[src/rtl/core/mtcdl_pkg.sv]
`timescale 1ns / 1ps
// ----------------------------------------------------------------------------
// mtcdl_pkg
// Shared constants and types of the multi-tap circular delay line.
// ----------------------------------------------------------------------------
package mtcdl_pkg;

    localparam int STORE_DEPTH = 65536;
    localparam int TAP_COUNT   = 8;
    localparam int BLOCK_LEN   = 128;

    localparam int NUM_TAPS = 8;
    localparam int SMP_W    = 16;
    localparam int DLY_W    = 16;
    localparam int ADDR_W   = $clog2(STORE_DEPTH);
    localparam int TAP_W    = $clog2(NUM_TAPS);
    localparam int CMP_W    = ((ADDR_W > DLY_W) ? ADDR_W : DLY_W) + 1;
    localparam int MAX_DLY  = (STORE_DEPTH > 2 * BLOCK_LEN) ?
                              (STORE_DEPTH - 2 * BLOCK_LEN) : 0;

    typedef logic signed [SMP_W-1:0] t_smp;

    typedef enum logic [1:0] {
        S_IDLE = 2'b01,
        S_READ = 2'b10
    } t_state;

    typedef struct packed {
        logic                valid;
        logic                last;
        logic                keep;
        logic [TAP_W-1:0]    idx;
        logic [NUM_TAPS-1:0] mask;
    } t_rd_req;

endpackage

[src/rtl/core/mtcdl_in_if.sv]
`timescale 1ns / 1ps
// ----------------------------------------------------------------------------
// mtcdl_in_if
// Sample input channel: valid, ready and one signed sample.
// ----------------------------------------------------------------------------
interface mtcdl_in_if;
    import mtcdl_pkg::*;

    logic valid;
    logic ready;
    t_smp sample_in;

    modport source (output valid, output sample_in, input ready);
    modport sink   (input valid, input sample_in, output ready);
endinterface

[src/rtl/core/mtcdl_ctrl.sv]
`timescale 1ns / 1ps
// ----------------------------------------------------------------------------
// mtcdl_ctrl
// Input buffer, write head and access sequencer: one write, then eight tap
// reads per sample.
// ----------------------------------------------------------------------------
module mtcdl_ctrl (
    input  logic                                           i_clk,
    input  logic                                           i_rst_n,
    mtcdl_in_if.sink                                       i_smp,
    input  logic [mtcdl_pkg::NUM_TAPS-1:0][mtcdl_pkg::DLY_W-1:0] i_tap_delay,
    input  logic                                           i_stall,
    output logic                                           o_mem_we,
    output logic [mtcdl_pkg::ADDR_W-1:0]                   o_mem_addr,
    output mtcdl_pkg::t_smp                                o_mem_wdata,
    output mtcdl_pkg::t_rd_req                             o_rd_req
);
    import mtcdl_pkg::*;

    t_state              r_state, n_state;
    logic [TAP_W-1:0]    r_tap, n_tap;
    logic [ADDR_W-1:0]   r_head, n_head;
    logic                r_wrapped, n_wrapped;
    logic                r_buf_valid, n_buf_valid;
    t_smp                r_buf_sample;

    logic [DLY_W-1:0]    tap_reg;
    logic [DLY_W-1:0]    dly_m1;
    logic [CMP_W-1:0]    dly_ext;
    logic [CMP_W-1:0]    dly_sat;
    logic [ADDR_W-1:0]   dly;
    logic [ADDR_W:0]     rd_wrap;
    logic [ADDR_W-1:0]   rd_addr;
    logic                written;
    logic [NUM_TAPS-1:0] mask;
    logic                accept;
    logic                issue;

    assign accept      = i_smp.valid && !r_buf_valid;
    assign i_smp.ready = !r_buf_valid;

    always_comb begin
        for (int k = 0; k < NUM_TAPS; k++) begin
            mask[k] = (k < TAP_COUNT) && (i_tap_delay[k] != '0);
        end
    end

    // read address of the current tap, wrapping below zero
    always_comb begin
        tap_reg = i_tap_delay[r_tap];
        dly_m1  = tap_reg - DLY_W'(1);
        dly_ext = CMP_W'(dly_m1);
        dly_sat = (dly_ext > CMP_W'(MAX_DLY)) ? CMP_W'(MAX_DLY) : dly_ext;
        dly     = dly_sat[ADDR_W-1:0];
        rd_wrap = {1'b0, r_head} + (ADDR_W + 1)'(STORE_DEPTH) - {1'b0, dly};
        if (dly <= r_head) begin
            rd_addr = r_head - dly;
        end else begin
            rd_addr = rd_wrap[ADDR_W-1:0];
        end
        // entries beyond the head are unwritten until the first wrap
        written = r_wrapped || (rd_addr <= r_head);
    end

    assign o_mem_we    = (r_state == S_IDLE) && r_buf_valid;
    assign issue       = (r_state == S_READ) && !((r_tap == '0) && i_stall);
    assign o_mem_addr  = o_mem_we ? r_head : rd_addr;
    assign o_mem_wdata = r_buf_sample;

    always_comb begin
        o_rd_req.valid = issue;
        o_rd_req.last  = (r_tap == TAP_W'(NUM_TAPS - 1));
        o_rd_req.keep  = mask[r_tap] && written;
        o_rd_req.idx   = r_tap;
        o_rd_req.mask  = mask;
    end

    always_comb begin
        n_state     = r_state;
        n_tap       = r_tap;
        n_head      = r_head;
        n_wrapped   = r_wrapped;
        n_buf_valid = r_buf_valid;
        if (accept) begin
            n_buf_valid = 1'b1;
        end else if (o_mem_we) begin
            n_buf_valid = 1'b0;
        end
        unique case (r_state)
            S_IDLE: begin
                if (r_buf_valid) begin
                    n_state = S_READ;
                    n_tap   = '0;
                end
            end
            S_READ: begin
                if (issue) begin
                    n_tap = r_tap + TAP_W'(1);
                    if (r_tap == TAP_W'(NUM_TAPS - 1)) begin
                        n_state = S_IDLE;
                        if (r_head == ADDR_W'(STORE_DEPTH - 1)) begin
                            n_head    = '0;
                            n_wrapped = 1'b1;
                        end else begin
                            n_head = r_head + ADDR_W'(1);
                        end
                    end
                end
            end
            default: n_state = S_IDLE;
        endcase
    end

    always_ff @(posedge i_clk) begin
        if (!i_rst_n) begin
            r_state     <= S_IDLE;
            r_tap       <= '0;
            r_head      <= '0;
            r_wrapped   <= 1'b0;
            r_buf_valid <= 1'b0;
        end else begin
            r_state     <= n_state;
            r_tap       <= n_tap;
            r_head      <= n_head;
            r_wrapped   <= n_wrapped;
            r_buf_valid <= n_buf_valid;
        end
    end

    always_ff @(posedge i_clk) begin
        if (accept) begin
            r_buf_sample <= i_smp.sample_in;
        end
    end
endmodule

[src/flat_wrapper.sv]
// flat-port wrapper written by rule: the top's interface ports become plain ports
module mtcdl_ctrl_flat import mtcdl_pkg::*;
  (i_clk, i_rst_n, i_tap_delay, i_stall, o_mem_we, o_mem_addr, o_mem_wdata, o_rd_req, i_smp_valid, i_smp_sample_in, i_smp_ready);
  mtcdl_in_if i_smp_i ();
  input  logic i_clk;
  input  logic i_rst_n;
  input  logic [mtcdl_pkg::NUM_TAPS-1:0][mtcdl_pkg::DLY_W-1:0] i_tap_delay;
  input  logic i_stall;
  output logic o_mem_we;
  output logic [mtcdl_pkg::ADDR_W-1:0] o_mem_addr;
  output mtcdl_pkg::t_smp o_mem_wdata;
  output mtcdl_pkg::t_rd_req o_rd_req;
  input wire logic [$bits(i_smp_i.valid)-1:0] i_smp_valid;
  input wire logic [$bits(i_smp_i.sample_in)-1:0] i_smp_sample_in;
  output wire logic [$bits(i_smp_i.ready)-1:0] i_smp_ready;
  assign i_smp_i.valid = i_smp_valid;
  assign i_smp_i.sample_in = i_smp_sample_in;
  assign i_smp_ready = i_smp_i.ready;
  mtcdl_ctrl u_core (.i_clk(i_clk), .i_rst_n(i_rst_n), .i_smp(i_smp_i), .i_tap_delay(i_tap_delay), .i_stall(i_stall), .o_mem_we(o_mem_we), .o_mem_addr(o_mem_addr), .o_mem_wdata(o_mem_wdata), .o_rd_req(o_rd_req));
endmodule
[config.mk]
export PLATFORM = sky130hd
export DESIGN_NAME = mtcdl_ctrl_flat
export DESIGN_NICKNAME = d
export VERILOG_FILES = /design/src/rtl/core/mtcdl_pkg.sv /design/src/rtl/core/mtcdl_in_if.sv /design/src/rtl/core/mtcdl_ctrl.sv /design/src/flat_wrapper.sv
export SDC_FILE = /design/constraint.sdc
export NUM_CORES = 1
export LEC_CHECK = 0
export BUFFER_PORTS_ARGS = -buffer_cell sky130_fd_sc_hd__buf_2
export CORE_ASPECT_RATIO = 0.8
export CORE_MARGIN = 5
export CORE_UTILIZATION = 47
export DETAILED_ROUTE_END_ITERATION = 10
export GPL_ROUTABILITY_DRIVEN = 1
export PLACE_DENSITY = 0.78
export SLEW_MARGIN = 20
export SYNTH_ARGS = -nofsm -noshare
export SYNTH_HDL_FRONTEND = slang
export SYNTH_SLANG_ARGS = --single-unit
[constraint.sdc]
create_clock -name i_clk -period 8.6 [get_ports i_clk]
set_clock_uncertainty 0.1 [all_clocks]
set_input_delay 0.43 -clock i_clk [delete_from_list [all_inputs] [get_ports i_clk]]
set_output_delay 0.43 -clock i_clk [all_outputs]
set_load 0.02 [all_outputs]
==> metrics list <==
* Synth warn: 0
- Counting along the longest clock path gives a buffer depth of 2.
- The portion of synthesized area spent on multiplexers is 20.6%.
- Once the clock tree was built, the setup fixing pass inserted 0 buffers.
* Die span in y: 100 µm
- Post-synthesis share of cell area spent on and, or, nand and nor gates: 24.0%
* Reg2reg start: u_core.r_tap[1]
- Counting the buffers created by CTS gives 5.
- Buffers placed on the I/O ports in this run total 195.
- NumNets Final: 922
* Number of hold-slack violations in the final timing report: 0
* Via count of the routed design: 5276
- Die area: 12300 µm²
* Kind of path behind the tightest hold check: primary input to flip-flop
- Part of the power in combinational logic: 42.9%
- Antenna Violating Nets Remaining: 0
- The synthesized design devotes to its leading area cell type 11.3% of total area.
- Post-Synth Adder-Cell Area: 10.6%
* Clock tree from TritonCTS: built
- Drc violations: 0
* Worst slew margin relative to its limit: 30.8%
* Initial Utilization: 48.9%
- The worst path uses 92.4% of the clock period.
- Area grow syn2layout: 26.7%
- After Yosys synthesis, XOR and XNOR cells account for 7.34% of the synthesized area.
- CTS Root Cell: clkbuf_16
* Primary flip-flop cell chosen by synthesis mapping: dfxtp_1
* Syn avg cell area: 8.76 µm²
* Post-route design area: 6050 µm²
- Fmax achieved: 126 MHz
* Critical path launch point: u_core.r_tap[1]
* EDFF count, synth: 16
* Post-synthesis compound-gate area fraction: 13.4%
- After synthesis, flip-flops and latches occupy 19.7% of the total area.
- Synthesized instance count: 545
* Net Count, Synth: 733
- FF+latch count, synth: 39
- In this run the most critical hold path is launched from i_smp_sample_in[15].
- Pin placement for this block handled 196 I/O pins.
* N_diodes: 0
- Net Sw Frac: 36.2%
- Critical path class: flip-flop to output pin
* Crit end category: output pin
- Final Slew Violations: 0
- Final Routed Wirelength: 17700 µm
- Cell leakage power: 2.50 nW
- The routed design could run at a clock period as short as 7.94 ns.
- Flop pwr share: 27.5%
- Number of global-route vias before repair: 5329
- Routability cong.: 1.07
- Number of sinks handled by clock tree synthesis: 39
* CP max stage delay: 1.00 ns
* Final critical-path setup slack: 0.658 ns
- By area, the combinational part of the netlist is dominated by simple AND/OR/NAND/NOR gates.
- The H-tree was split into 2 levels.
- The internal power of the cells totals 502 µW.
- Transition at the pin with the smallest max-transition slack: 1.04 ns
- Skew-Pair Late Insertion Delay: 0.29 ns
- Top sig layer: met5
- The detailed router finished its first iteration with 515 violations.
- Met3 wirelength from detailed routing: 1400 µm
- Global routing consumed, over all layers together, 28.5% of the routing resources.
- In this run the power density over the cells is 130 nW/µm².
* WL per Instance: 20.3 µm
* Width of the chip: 123 µm
- Met2 routed wirelength: 8460 µm
* Slowest library cell on the worst path: dfxtp_2
* Core area: 9770 µm²
* First-pass GRT wire length: 27700 µm
- Cell taking the most area after synthesis: mux4_2
- Post-detailed-placement cell area: 5860 µm²
- In the final routing, the length of wire on met1 measures 7530 µm.
- Of the total power, the clock network draws 29.6%.
- Hold timing on the final database bottoms out at a slack of 0.218 ns.
- In this run the core area contains 32 standard-cell rows.
- Setup violations remaining at the end of the flow were counted as 0.
- After clock tree synthesis, the clock-pin slew on the worst setup and hold paths is 0.06 ns.
- Entering global routing, the biggest net connects 47 pins.
- Fraction of layout cells with a size suffix above 1: 33.7%
* Top cells by area in the synthesized netlist: mux4_2, ha_1, edfxtp_1, dfxtp_1, xnor2_1
- Setup_tns: 0 ns
- Number of antenna violations at the first check in global routing: 1
- Max IR drop VDD: 0.0000803 V
- At the worst endpoint, the required time is 8.07 ns.
- The worst setup path is launched from a flip-flop.
- At the placement stage, the worst setup path has a slack of 0.896 ns.
* Util after Layout: 61.9%
- The tool flagged a number of max-cap violations equal to 0.
- After filler insertion, the fill cell instance count of the layout stands at 867.
* Result of the run: complete, no violations
- Switching power: 285 µW
* Post-synth design cell area: 4770 µm²
- Share of synthesized flip-flops with an asynchronous set or reset: 0%
* Number of optimization iterations in the first detailed-route pass: 5
* Peak fanout along the critical path: 46
- STA puts the critical path data arrival time at 7.41 ns.
- Remaining Overflow, GRT: 0
- Dpl hpwl: 15100 µm
* Count of different cell masters after synthesis: 60
- Setup repair after global routing left no endpoint under its margin.
- After detailed routing, the number of vias per cell comes to 6.06.
worst paths after layout:
| path | cells past startpoint | to | slack [ns] |
|---|---|---|---|
| worst min register to register | 1 | u_core.r_wrapped | 0.40 |
| worst max register to register | 10 | u_core.r_head[15] | 5.20 |
| worst max-delay path | 28 | o_rd_req[11] | 0.66 |
| worst min-delay path | 1 | u_core.o_mem_wdata[15] | 0.22 |
worst max-delay path: cells and delay by family, from the launching register on:
kind | cells | cell delay, ns
adders and majority gates | 3 | 0.77
and+or+nand+nor | 9 | 1.83
AOI/OAI and AO/OA | 11 | 2.36
buffers and inverters | 2 | 0.27
xor gates and xnor gates | 1 | 0.14
muxes | 2 | 0.72
DFF | 1 | 1.00
cells by family after synthesis:
kind of cell / after synthesis
AND/OR/NAND/NOR: 220
AO/OA/AOI/OAI: 97
XOR/XNOR: 40
adder cells (fa/ha/maj): 40
flip-flops: 39
buffers and inverters: 47
multiplexers: 62
cells in the final DEF (no fill, tap or decap), types with 6 or more instances in the layout:
cell type  count
nand2_1       41
o21ai_0       19
dfxtp_1       20
xor2_1         9
nand3_1       26
and3_1        11
mux2i_1       26
clkbuf_16      6
ha_1          39
buf_2        195
a31oi_1        6
a21oi_1       26
xnor2_1       31
nand4_1        9
nor2b_1       11
edfxtp_1      16
nor2_1        44
mux2_2         8
nor4_1        34
mux4_2        24
o21a_1        10
inv_1         30
nor3_1        19
layout make-up:
cell class                      instances  area, µm²  area share (%)
Sequential cell                        39        947            15.7
Inverter                               30        113            1.86
Clock inverter                          1       30.0           0.497
Tap cell                              136        170            2.81
Timing Repair Buffer                  199       1010            16.6
Clock buffer                            7        154            2.55
Multi-Input combinational cell        459       3630            60.0
stage by stage:
stage	power (mW)	instances
floorplan	0.434	545
global placement	0.547	863
detailed placement	0.553	863
CTS	0.786	871
global route	0.829	871
finish	0.787	871
repair_timing:
action / CTS / global route
gates resized for setup: 0 / 1
endpoints found under the hold margin: 0 / 0
hold buffers: 0 / 0
endpoints found under the setup margin: 0 / 1
routing by layer:
metal,vias up,GRT usage (%)
li1,2458,-
met1,2503,38.0
met2,286,47.8
met3,27,5.80
met4,2,6.11
met5,-,0
flip-flops by register name (all words and copies together) (netlist names):
register	flops
u_core.r_buf_valid	1
u_core.o_mem_wdata	16
u_core.r_tap	3
u_core.r_head	16
u_core.r_state	2
u_core.r_wrapped	1
synth_stat cells (5+ instances only):
cell      number
nor2_1        44
nand2_1       41
ha_1          39
nor4_1        34
xnor2_1       31
inv_1         30
a21oi_1       26
mux2i_1       26
nand3_1       26
mux4_2        24
dfxtp_1       23
nor3_1        19
o21ai_0       19
edfxtp_1      16
and3_1        11
nor2b_1       11
o21a_1        10
nand4_1        9
xor2_1         9
mux2_2         8
a31oi_1        6
a21o_1         5
and2_1         5
buf_2          5
clkbuf_1       5
power by group through the flow:
stage,Sequential [mW],Combinational (mW),Clock (mW)
CTS,0.217,0.336,0.234
global placement,0.220,0.328,0
detailed placement,0.221,0.333,0
floorplan,0.222,0.212,0
finish,0.217,0.338,0.233
global route,0.219,0.368,0.243
Note: power is estimated with default switching activity, not from simulation.
