[config.mk]
export PLATFORM = sky130hd
export DESIGN_NAME = mtcdl_gather_flat
export DESIGN_NICKNAME = d
export VERILOG_FILES = /design/src/rtl/core/mtcdl_pkg.sv /design/src/rtl/core/mtcdl_out_if.sv /design/src/rtl/core/mtcdl_gather.sv /design/src/flat_wrapper.sv
export SDC_FILE = /design/constraint.sdc
export NUM_CORES = 1
export LEC_CHECK = 0
export ABC_AREA = 1
export BUFFER_PORTS_ARGS = -buffer_cell sky130_fd_sc_hd__buf_2
export CAP_MARGIN = 25
export CORE_ASPECT_RATIO = 1.4
export CORE_MARGIN = 3
export CORE_UTILIZATION = 49
export DETAILED_ROUTE_END_ITERATION = 10
export PLACE_DENSITY = 0.74
export SKIP_LAST_GASP = 1
export SYNTH_ARGS = -nofsm -noshare
export SYNTH_HDL_FRONTEND = slang
export SYNTH_SLANG_ARGS = --single-unit
[constraint.sdc]
create_clock -name i_clk -period 8.8 [get_ports i_clk]
set_clock_uncertainty 0.2 [all_clocks]
set_input_delay 0.88 -clock i_clk [delete_from_list [all_inputs] [get_ports i_clk]]
set_output_delay 0.88 -clock i_clk [all_outputs]
set_load 0.005 [all_outputs]
[src/rtl/core/mtcdl_pkg.sv]
`timescale 1ns / 1ps
// ----------------------------------------------------------------------------
// mtcdl_pkg
// Shared constants and types of the multi-tap circular delay line.
// ----------------------------------------------------------------------------
package mtcdl_pkg;

    localparam int STORE_DEPTH = 65536;
    localparam int TAP_COUNT   = 8;
    localparam int BLOCK_LEN   = 128;

    localparam int NUM_TAPS = 8;
    localparam int SMP_W    = 16;
    localparam int DLY_W    = 16;
    localparam int ADDR_W   = $clog2(STORE_DEPTH);
    localparam int TAP_W    = $clog2(NUM_TAPS);
    localparam int CMP_W    = ((ADDR_W > DLY_W) ? ADDR_W : DLY_W) + 1;
    localparam int MAX_DLY  = (STORE_DEPTH > 2 * BLOCK_LEN) ?
                              (STORE_DEPTH - 2 * BLOCK_LEN) : 0;

    typedef logic signed [SMP_W-1:0] t_smp;

    typedef enum logic [1:0] {
        S_IDLE = 2'b01,
        S_READ = 2'b10
    } t_state;

    typedef struct packed {
        logic                valid;
        logic                last;
        logic                keep;
        logic [TAP_W-1:0]    idx;
        logic [NUM_TAPS-1:0] mask;
    } t_rd_req;

endpackage

[src/rtl/core/mtcdl_out_if.sv]
`timescale 1ns / 1ps
// ----------------------------------------------------------------------------
// mtcdl_out_if
// Result channel: valid, ready, eight tap samples and the enable mask.
// ----------------------------------------------------------------------------
interface mtcdl_out_if;
    import mtcdl_pkg::*;

    logic                valid;
    logic                ready;
    t_smp                out_tap0;
    t_smp                out_tap1;
    t_smp                out_tap2;
    t_smp                out_tap3;
    t_smp                out_tap4;
    t_smp                out_tap5;
    t_smp                out_tap6;
    t_smp                out_tap7;
    logic [NUM_TAPS-1:0] tap_valid_mask;

    modport source (
        output valid, output out_tap0, output out_tap1, output out_tap2,
        output out_tap3, output out_tap4, output out_tap5, output out_tap6,
        output out_tap7, output tap_valid_mask, input ready
    );
    modport sink (
        input valid, input out_tap0, input out_tap1, input out_tap2,
        input out_tap3, input out_tap4, input out_tap5, input out_tap6,
        input out_tap7, input tap_valid_mask, output ready
    );
endinterface

[src/rtl/core/mtcdl_gather.sv]
`timescale 1ns / 1ps
// ----------------------------------------------------------------------------
// mtcdl_gather
// Collects the tap read data into a result and holds it in the output
// register until the transfer.
// ----------------------------------------------------------------------------
module mtcdl_gather (
    input  logic                i_clk,
    input  logic                i_rst_n,
    input  mtcdl_pkg::t_rd_req  i_rd_req,
    input  mtcdl_pkg::t_smp     i_rdata,
    output logic                o_stall,
    mtcdl_out_if.source         o_res
);
    import mtcdl_pkg::*;

    t_rd_req             r_req;
    t_smp                r_acc [NUM_TAPS];
    logic [NUM_TAPS-1:0] r_mask;
    logic                r_done, n_done;
    logic                r_out_valid, n_out_valid;
    t_smp                r_out [NUM_TAPS];
    logic [NUM_TAPS-1:0] r_out_mask;
    logic                move;

    assign move    = r_done && (!r_out_valid || o_res.ready);
    assign o_stall = r_done && !move;

    always_comb begin
        n_done = r_done;
        if (r_req.valid && r_req.last) begin
            n_done = 1'b1;
        end else if (move) begin
            n_done = 1'b0;
        end
        n_out_valid = move || (r_out_valid && !o_res.ready);
    end

    always_ff @(posedge i_clk) begin
        if (!i_rst_n) begin
            r_req       <= '0;
            r_done      <= 1'b0;
            r_out_valid <= 1'b0;
        end else begin
            r_req       <= i_rd_req;
            r_done      <= n_done;
            r_out_valid <= n_out_valid;
        end
    end

    always_ff @(posedge i_clk) begin
        if (r_req.valid) begin
            r_acc[r_req.idx] <= r_req.keep ? i_rdata : '0;
            if (r_req.idx == '0) begin
                r_mask <= r_req.mask;
            end
        end
        if (move) begin
            r_out      <= r_acc;
            r_out_mask <= r_mask;
        end
    end

    assign o_res.valid          = r_out_valid;
    assign o_res.out_tap0       = r_out[0];
    assign o_res.out_tap1       = r_out[1];
    assign o_res.out_tap2       = r_out[2];
    assign o_res.out_tap3       = r_out[3];
    assign o_res.out_tap4       = r_out[4];
    assign o_res.out_tap5       = r_out[5];
    assign o_res.out_tap6       = r_out[6];
    assign o_res.out_tap7       = r_out[7];
    assign o_res.tap_valid_mask = r_out_mask;
endmodule

[src/flat_wrapper.sv]
// flat-port wrapper written by rule: the top's interface ports become plain ports
module mtcdl_gather_flat import mtcdl_pkg::*;
  (i_clk, i_rst_n, i_rd_req, i_rdata, o_stall, o_res_valid, o_res_out_tap0, o_res_out_tap1, o_res_out_tap2, o_res_out_tap3, o_res_out_tap4, o_res_out_tap5, o_res_out_tap6, o_res_out_tap7, o_res_tap_valid_mask, o_res_ready);
  mtcdl_out_if o_res_i ();
  input  logic i_clk;
  input  logic i_rst_n;
  input  mtcdl_pkg::t_rd_req i_rd_req;
  input  mtcdl_pkg::t_smp i_rdata;
  output logic o_stall;
  output wire logic [$bits(o_res_i.valid)-1:0] o_res_valid;
  output wire logic [$bits(o_res_i.out_tap0)-1:0] o_res_out_tap0;
  output wire logic [$bits(o_res_i.out_tap1)-1:0] o_res_out_tap1;
  output wire logic [$bits(o_res_i.out_tap2)-1:0] o_res_out_tap2;
  output wire logic [$bits(o_res_i.out_tap3)-1:0] o_res_out_tap3;
  output wire logic [$bits(o_res_i.out_tap4)-1:0] o_res_out_tap4;
  output wire logic [$bits(o_res_i.out_tap5)-1:0] o_res_out_tap5;
  output wire logic [$bits(o_res_i.out_tap6)-1:0] o_res_out_tap6;
  output wire logic [$bits(o_res_i.out_tap7)-1:0] o_res_out_tap7;
  output wire logic [$bits(o_res_i.tap_valid_mask)-1:0] o_res_tap_valid_mask;
  input wire logic [$bits(o_res_i.ready)-1:0] o_res_ready;
  assign o_res_valid = o_res_i.valid;
  assign o_res_out_tap0 = o_res_i.out_tap0;
  assign o_res_out_tap1 = o_res_i.out_tap1;
  assign o_res_out_tap2 = o_res_i.out_tap2;
  assign o_res_out_tap3 = o_res_i.out_tap3;
  assign o_res_out_tap4 = o_res_i.out_tap4;
  assign o_res_out_tap5 = o_res_i.out_tap5;
  assign o_res_out_tap6 = o_res_i.out_tap6;
  assign o_res_out_tap7 = o_res_i.out_tap7;
  assign o_res_tap_valid_mask = o_res_i.tap_valid_mask;
  assign o_res_i.ready = o_res_ready;
  mtcdl_gather u_core (.i_clk(i_clk), .i_rst_n(i_rst_n), .i_rd_req(i_rd_req), .i_rdata(i_rdata), .o_stall(o_stall), .o_res(o_res_i));
endmodule
==> flow_summary.ini, run 1 <==
[synth]
synth_area_leaders = edfxtp_1, dfxtp_1, nand2_1
avgSynthCellArea_um2 = 23.4
synth-edff-count = 272
syn_inst = 379
ys_seq_area_share_pct = 95.9
yosys-top-cells-count = edfxtp_1, nand2_1, inv_1
yosys.area.top_type = edfxtp_1
yosys.area.top_type_share_pct = 92.3
async_flop_share_pct = 0
syn_nets = 412
yosys.cell_count.top_type = edfxtp_1
synth_flop_cell = edfxtp_1
synth_warnings = 0
synth_seq_cells = 288
netlist_area_um2 = 8850
synth_cell_types = 9

[power_and_ir_drop]
ir_worst_vdd_v = 0.000194
pwr-share-seq_pct = 58.1
p_clk_share_pct = 40.4
p_total_mw = 2.59
power-per-cell-area_nw_per_um2 = 238
p_switching_uw = 473
combinationalPowerShare_pct = 1.5
swShare_pct = 18.2
internal_power_mw = 2.12
power.leakage_nw = 4.35

[timing]
post-route-min-period_ns = 2.76
maxSlewViolCount = 0
slew_headroom_pct = 35.3
fmax_mhz = 362
fin_crit_sh_pct = 31.4
tightest_slew_ns = 0.971
rsz0062_at_grt = false
setup_tns_ns = 0
setup_viol = 0
hold_viol_final = 0
fin_hold_ws_ns = 0.203

[drt]
vias_per_cell = 4.65
wl_mm = 15.4
firstDrtPassIters = 4
drc = 0
vias = 3885
wl_per_cell_um = 18.4
ant_nets = 0
drt_iter0_drc = 208

[placement]
place_area_um2 = 10100
place_hpwl_mm = 10.1
placedCellCount = 792
port_buffers = 170
routabilityCongestion = 0.727

[clock_network]
cts_made_buffers = 24
cts_sinks = 288
post_cts_buffers = 0
cts_max_level = 1
cts_root_buffer = clkbuf_16
cts_tree = built
clock_path_buffers = 3
cts-resized-gates = 0
cts_hold_buffers = 0
clk_pin_slew_ns = 0.06
clock_latency_ns = 0.50

[grt]
antenna_found_initial = 1
grt_overflow = 0
grt_start_max_net_pins = 79
grt_pass1_wl_mm = 22.2
grt_usage_pct = 15.2
first_global_vias = 3864

[critical_path]
crit_top_cell = buf_4
critical_path_class = in -> reg
critPathTopFamily = buffers and inverters
slowest_stage = buf_4
slowest_delay_ns = 0.86
crit_path_start = o_res_ready
cp_num_buf_inv = 4
cp.arrival_ns = 2.68
start_kind = primary input
end_kind = flop
required_ns = 8.72
worstPathCellList = buf_2 > inv_1 > a21oi_4 > buf_4 > buf_4
regToRegStartpoint = u_core.r_done
cp_max_fo = 78

[layout]
stdcell_count = 835
nNetsFinal = 615
stdcell_area_um2 = 10900
area_delta_synth_final_pct = 23.3
num_antenna_cells = 0
drive_gt1_share_pct = 38.1

[floorplanning]
rows = 57
fp.dieH_um = 165
coreArea_um2 = 17500
start_util_pct = 50.5
die_w_um = 120
dieArea_um2 = 19700
io_pins = 171

[outcome]
status = completed

[worst_hold_path]
hp-class = reg -> reg
worstHoldStart = u_core.r_req[6]

[run]
cap_violations = 0
worst paths after layout:
| path | cells after the start | to | slack (ns) |
|---|---|---|---|
| setup / recovery | 5 | u_core.o_res.out_tap4[9] | 6.04 |
| hold / removal | 0 | u_core.r_mask[6] | 0.20 |
| setup reg to reg | 4 | u_core.o_res.out_tap4[9] | 6.18 |
| hold reg to reg | 0 | u_core.r_mask[6] | 0.20 |
layer usage:
metal | part of all wire, % | GRT usage [%]
met1 | 39 | 18.2
met2 | 51 | 26.7
met3 | 7.3 | 4.39
met4 | 1.9 | 4.59
met5 | 0.059 | 0
cell families (layout without fill, tap and decap cells):
family / count (synthesis) / after routing / synth area share (%)
flip-flops: 288 / 288 / 95.9
AND/OR/NAND/NOR: 48 / 48 / 2.05
AO/OA/AOI/OAI: 3 / 3 / 0.170
buffers and inverters: 40 / 260 / 1.91
layout make-up:
type	instances	area [um^2]
sequential	288	8490
inverter	37	139
multi-input combinational	51	228
clock inverter	17	165
timing repair buffer	180	968
tap	236	295
fill	1230	6630
clock buffer	26	629
worst reg2reg max path, delay by kind of cell (launching register included):
family	cells	cell delay [ns]
compound gates	1	0.10
buf+inv	3	1.55
flops	1	0.33
flip-flops by register name, summed over array words and instances, names as in the netlist:
| signal | count |
|---|---|
| u_core.o_res.out_tap2 | 16 |
| u_core.o_res.out_tap0 | 16 |
| u_core.o_res.tap_valid_mask | 8 |
| u_core.o_res.out_tap7 | 16 |
| u_core.o_res.out_tap3 | 16 |
| u_core.o_res.valid | 1 |
| u_core.r_req | 14 |
| u_core.o_res.out_tap5 | 16 |
| u_core.o_res.out_tap4 | 16 |
| u_core.o_res.out_tap1 | 16 |
| u_core.r_mask | 8 |
| u_core.r_done | 1 |
| u_core.o_res.out_tap6 | 16 |
| u_core.r_acc | 128 |
through the flow:
step           setup slack (ns)  utilization [%]
2_1_floorplan             0.464                -
3_3_place_gp               5.60             57.3
3_5_place_dp               5.52             57.7
4_1_cts                    6.04             62.2
5_1_grt                    5.89             62.2
6_report                   6.04             62.2
power groups by stage:
| stage | logic [mW] | clock network (mW) | registers (mW) |
|---|---|---|---|
| 2_1_floorplan | 0.0171 | 0 | 1.54 |
| 3_3_place_gp | 0.0366 | 0 | 1.54 |
| 3_5_place_dp | 0.0400 | 0 | 1.54 |
| 4_1_cts | 0.0400 | 1.07 | 1.51 |
| 5_1_grt | 0.0441 | 1.12 | 1.51 |
| 6_report | 0.0388 | 1.05 | 1.51 |
cells in the final DEF (no fill, tap or decap), types with 2 or more instances in the layout:
master	count
nand2_1	38
a21oi_1	2
inv_1	37
buf_2	170
edfxtp_1	272
buf_8	3
dfxtp_1	16
clkinvlp_4	2
clkinv_1	3
bufinv_16	3
clkinv_2	8
clkbuf_16	25
nor2_2	8
buf_4	6
No activity file was read; power rests on OpenSTA's default activity.
==> run 2: changes to the inputs <==
--- a/config.mk
+++ b/config.mk
@@ -5,7 +5,7 @@
 export SDC_FILE = /design/constraint.sdc
 export NUM_CORES = 1
 export LEC_CHECK = 0
-export ABC_AREA = 1
+export ABC_AREA = 0
 export BUFFER_PORTS_ARGS = -buffer_cell sky130_fd_sc_hd__buf_2
 export CAP_MARGIN = 25
 export CORE_ASPECT_RATIO = 1.4
==> constraint.sdc (replaced) <==
create_clock -name i_clk -period 2.45 [get_ports i_clk]
set_clock_uncertainty 0.2 [all_clocks]
set_input_delay 0.245 -clock i_clk [delete_from_list [all_inputs] [get_ports i_clk]]
set_output_delay 0.245 -clock i_clk [all_outputs]
set_load 0.005 [all_outputs]
==> run 2 against run 1 <==
- non-clock buffer count rose by 38
- die area fell by 0.65%
- sequential share of layout area fell by 2.5 points
- sequential power rose to 3.6 times the previous value
- area after synthesis fell by 0.68%
- critical endpoint is now u_core.o_res.out_tap0[2]
==> flow_summary.ini, run 2 <==
[timing]
fin_crit_sh_pct = 72.3
fmax_mhz = 565
tightest_slew_ns = 0.607
setup_tns_ns = 0
hold_viol_final = 0
rsz0062_at_grt = false
slew_headroom_pct = 59.5
post-route-min-period_ns = 1.77
fin_hold_ws_ns = 0.0320
setup_viol = 0
maxSlewViolCount = 0

[clock_network]
cts_max_level = 1
cts_sinks = 288
cts_root_buffer = clkbuf_16
clock_latency_ns = 0.50
cts_made_buffers = 25
clk_pin_slew_ns = 0.06
cts_tree = built
clock_path_buffers = 3

[floorplanning]
fp.dieH_um = 165
rows = 57
start_util_pct = 50.3
coreArea_um2 = 17500
dieArea_um2 = 19600
io_pins = 171
die_w_um = 119

[critical_path]
required_ns = 2.44
reg2reg_setup_slack_ns = 0.68
critical_path_class = reg -> reg
cp_max_fo = 15
start_kind = flop
critPathTopFamily = simple AND/OR/NAND/NOR gates
r2r_cells = 3
cp.arrival_ns = 1.76
crit_top_cell = nor2b_4
cp_num_buf_inv = 1
slowest_delay_ns = 0.46
reg2reg_to = u_core.o_res.out_tap0[2]
end_kind = flop
regToRegStartpoint = u_core.o_res.valid
slowest_stage = nor2b_4
worstPathCellList = nor2b_4 > nor2b_4 > buf_4

[synth]
yosys.area.top_type = edfxtp_1
async_flop_share_pct = 0
yosys.area.top_type_share_pct = 92.9
yosys-top-cells-count = edfxtp_1, and2_1, dfxtp_1
synth_flop_cell = edfxtp_1
avgSynthCellArea_um2 = 25.9
synth_warnings = 0
synth_seq_cells = 288
ys_seq_area_share_pct = 96.5
syn_nets = 373
synth_area_leaders = edfxtp_1, dfxtp_1, and2_1
syn_inst = 340
netlist_area_um2 = 8790
yosys.cell_count.top_type = edfxtp_1
synth_cell_types = 13
synth-edff-count = 272

[grt]
antenna_found_initial = 1
first_global_vias = 4124
grt_start_max_net_pins = 41
grt_pass1_wl_mm = 24.0
grt_overflow = 0
grt_usage_pct = 16.7

[drt]
wl_mm = 16.5
wl_per_cell_um = 19.8
ant_nets = 0
vias_per_cell = 4.75
firstDrtPassIters = 4
drt_iter0_drc = 260
drc = 0
vias = 3973

[placement]
routabilityCongestion = 0.800
place_hpwl_mm = 11.1
port_buffers = 170

[worst_hold_path]
worstHoldStart = i_rdata[2]
hp-class = in -> reg
min_to = u_core.r_acc[34]
min_path_cells = 2

[power_and_ir_drop]
power-per-cell-area_nw_per_um2 = 835
power.leakage_nw = 4.70
ir_worst_vdd_v = 0.000811

[layout]
largest_reg_flops = 128
area_delta_synth_final_pct = 28.2
num_antenna_cells = 0
nNetsFinal = 616
final_common_cell = edfxtp_1
regMostFlops = u_core.r_acc
layout_common_cells = edfxtp_1, buf_2, and2_1, dlygate4sd3_1, clkbuf_16
drive_gt1_share_pct = 38.8

[outcome]
status = completed

[run]
cap_violations = 0
[run 2: changes by cell type after synthesis, sizes merged]
cell,change
buf,-2
inv,-37
and2,+31
nand2b,+3
a31o,+1
and3,+1
nor3,+3
nor2b,+2
clkbuf,+1
nand2,-36
o21a,+1
nor2,-3
a21oi,-3
nand3,-1
[run 2: stage by stage]
stage,setup WS [ns],cell area [um^2],cells,utilization (%),power (mW)
2_1_floorplan,-0.625,8810,340,-,5.54
3_3_place_gp,0.699,10100,761,58.1,5.60
5_1_grt,0.603,11300,837,64.5,9.68
6_report,0.679,11300,837,64.5,9.41
4_1_cts,0.655,11300,837,64.5,9.47
3_5_place_dp,0.679,10100,761,58.1,5.61
[run 2: area by class of cell]
class | instances | area (um^2)
fillers | 1147 | 6200
repair buffers | 218 | 1340
flip-flops and latches | 288 | 8490
multi-input cells | 50 | 333
well taps | 236 | 295
clock buffers | 31 | 648
clock inverters | 14 | 171
[run 2: routing by layer]
| metal | GRT usage (%) | routed length (um) |
|---|---|---|
| met5 | 0 | 12 |
| met4 | 7.17 | 623 |
| met3 | 3.19 | 1060 |
| met2 | 29.9 | 8870 |
| met1 | 19.8 | 5970 |
[run 2: how the worst max path moves through the flow]
stage / startpoint / to / slack [ns] / cells past startpoint
global placement: u_core.o_res.valid / u_core.o_res.out_tap0[14] / 0.70 / 3
floorplan: u_core.o_res.valid / u_core.o_res.out_tap0[0] / -0.62 / 2
global route: u_core.o_res.valid / u_core.o_res.out_tap0[2] / 0.60 / 3
finish: u_core.o_res.valid / u_core.o_res.out_tap0[2] / 0.68 / 3
CTS: u_core.o_res.valid / u_core.o_res.out_tap0[2] / 0.66 / 3
detailed placement: u_core.o_res.valid / u_core.o_res.out_tap1[2] / 0.68 / 3
[run 2: cells by family after synthesis]
logic type | after synthesis | synth area share [%]
AND/OR/NAND/NOR | 48 | 3.14
flip-flops | 288 | 96.5
buffers and inverters | 2 | 0.142
AO/OA/AOI/OAI | 2 | 0.185
[run 2: power by group]
part,internal (mW),leakage [nW],total [mW],switching [mW]
sequential,5.37,3.10,5.39,0.0134
combinational,0.0739,1.21,0.153,0.0790
clock,2.30,0.398,3.87,1.57
total,7.75,4.70,9.41,1.66
[run 2: timing repair]
item                                   in CTS  in global routing
endpoints found under the hold margin      16                  0
hold buffers                               31                  0
setup buffers                               0                  0
gates resized for setup                     0                  0
==> run 3: changes to the inputs <==
--- a/config.mk
+++ b/config.mk
@@ -5,14 +5,14 @@
 export SDC_FILE = /design/constraint.sdc
 export NUM_CORES = 1
 export LEC_CHECK = 0
-export ABC_AREA = 0
+export ABC_AREA = 1
 export BUFFER_PORTS_ARGS = -buffer_cell sky130_fd_sc_hd__buf_2
 export CAP_MARGIN = 25
 export CORE_ASPECT_RATIO = 1.4
 export CORE_MARGIN = 3
-export CORE_UTILIZATION = 49
+export CORE_UTILIZATION = 50
 export DETAILED_ROUTE_END_ITERATION = 10
-export PLACE_DENSITY = 0.74
+export PLACE_DENSITY = 0.72
 export SKIP_LAST_GASP = 1
 export SYNTH_ARGS = -nofsm -noshare
 export SYNTH_HDL_FRONTEND = slang
==> constraint.sdc (replaced) <==
create_clock -name i_clk -period 1.7 [get_ports i_clk]
set_clock_uncertainty 0.2 [all_clocks]
set_input_delay 0.17 -clock i_clk [delete_from_list [all_inputs] [get_ports i_clk]]
set_output_delay 0.17 -clock i_clk [all_outputs]
set_load 0.005 [all_outputs]
==> run 3 against run 2 <==
- critical path depth up 3
- final cell count up 6.6%
- sequential power up 45%
- highest routed layer is now met4
==> flow_summary.ini, run 3 (synthesized netlist as in run 1, its figures left out) <==
[drt]
drt_iter0_drc = 291
wl_mm = 16.9
drc = 0
vias = 4243
firstDrtPassIters = 4
ant_nets = 0
vias_per_cell = 4.76
wl_per_cell_um = 18.9

[layout]
fillerInstances = 1116
stdcell_count = 892
drive_gt1_share_pct = 36.8
num_antenna_cells = 0
multiInputGateArea_um2 = 228
final_common_cell = edfxtp_1
stdcell_area_um2 = 11500
largest_reg_flops = 128
regMostFlops = u_core.r_acc
nNetsFinal = 676
layout_common_cells = edfxtp_1, buf_2, dlygate4sd3_1
area_delta_synth_final_pct = 30.2
seq_area_um2 = 8490

[clock_network]
cts_hold_buffers = 47
cts_sinks = 288
cts_max_level = 1
cts_made_buffers = 24
clock_path_buffers = 3
cts-resized-gates = 0
clk_pin_slew_ns = 0.06
cts_root_buffer = clkbuf_16
clock_latency_ns = 0.51
post_cts_buffers = 0
cts_tree = built

[timing]
post-route-min-period_ns = 1.56
setup_viol = 0
slew_headroom_pct = 83.0
rsz0062_at_grt = false
fmax_mhz = 641
fin_crit_sh_pct = 91.8
setup_slack_ns = 0.140
tightest_slew_ns = 0.254
hold_viol_final = 0
maxSlewViolCount = 0

[worst_hold_path]
min_to = u_core.r_mask[4]
min_path_cells = 0
worstHoldStart = u_core.r_req[4]
hp-class = reg -> reg

[critical_path]
worstPathCellList = dlygate4sd3_1 > buf_2 > inv_1 > nand3_1 > inv_1 > buf_2
r2r_cells = 3
cp_max_fo = 3
slowest_delay_ns = 0.52
start_kind = primary input
reg2reg_setup_slack_ns = 0.19
crit_path_start = o_res_ready
reg2reg_to = u_core.r_acc[62]
slowest_stage = dlygate4sd3_1
cp.arrival_ns = 1.19
regToRegStartpoint = u_core.r_req[13]
required_ns = 1.33
end_kind = primary output
critical_path_class = in -> out

[floorplanning]
start_util_pct = 51.8
io_pins = 171
rows = 56
dieArea_um2 = 19400
die_w_um = 118
coreArea_um2 = 17100
fp.dieH_um = 163

[grt]
grt_start_max_net_pins = 38
grt_pass1_wl_mm = 25.3
grt_usage_pct = 17.4
antenna_found_initial = 0
first_global_vias = 4452
grt_overflow = 0

[power_and_ir_drop]
ir_worst_vdd_v = 0.000882
power-per-cell-area_nw_per_um2 = 1180
p_total_mw = 13.6
power.leakage_nw = 4.60

[run]
cap_violations = 0

[outcome]
status = completed

[placement]
placedCellCount = 802
place_area_um2 = 10200
pre_cts_ws_ns = 0.235
port_buffers = 170
place_hpwl_mm = 11.4
routabilityCongestion = 0.778
-- run 3: cell types whose count changed in the layout (fill, tap and decap cells not counted), sizes merged, moves of 3 or more --
cell / delta
and2: -31
nor2: +3
nor3: -3
inv: +37
dlygate4sd3: +16
nand2b: -3
buf: +7
nand2: +36
a21oi: +3
clkinv: -3
-- run 3: worst max-delay path by stage --
stage	to	slack, ns	cells after the start
finish	o_stall	0.14	6
global route	o_stall	0.05	6
CTS	o_stall	0.13	6
detailed placement	u_core.r_acc[54]	0.24	3
global placement	u_core.r_acc[50]	0.30	4
floorplan	u_core.o_res.out_tap0[0]	-1.52	1
-- run 3: through the flow --
stage / hold WS [ns] / utilization (%) / setup TNS [ns]
global placement: 0.147 / 59.9 / 0
CTS: 0.207 / 67.4 / 0
detailed placement: 0.153 / 59.9 / 0
finish: 0.203 / 67.4 / 0
floorplan: 0.0635 / - / -206.43
global route: 0.210 / 67.4 / 0
-- run 3: metal layers --
layer / track usage [%] / share of wire (%)
met1: 20.9 / 37
met4: 5.80 / 3.0
met2: 31.9 / 53
met5: 0 / 0
met3: 3.19 / 6.6
-- run 3: layout make-up --
type	instances	area share (%)
Inverter	37	1.20
Clock inverter	12	1.31
Clock buffer	31	5.79
Sequential cell	288	73.6
Timing Repair Buffer	241	13.6
Tap cell	232	2.52
Multi-Input combinational cell	51	1.97
-- run 3: where the power goes --
part	switching [mW]	internal [mW]	total, mW
sequential	0.0240	7.77	7.79
clock	2.27	3.25	5.52
combinational	0.162	0.149	0.312
-- run 3: critical path, delay by kind of cell --
family | cells | cell delay [ns]
buf+inv | 5 | 0.91
simple gates | 1 | 0.10
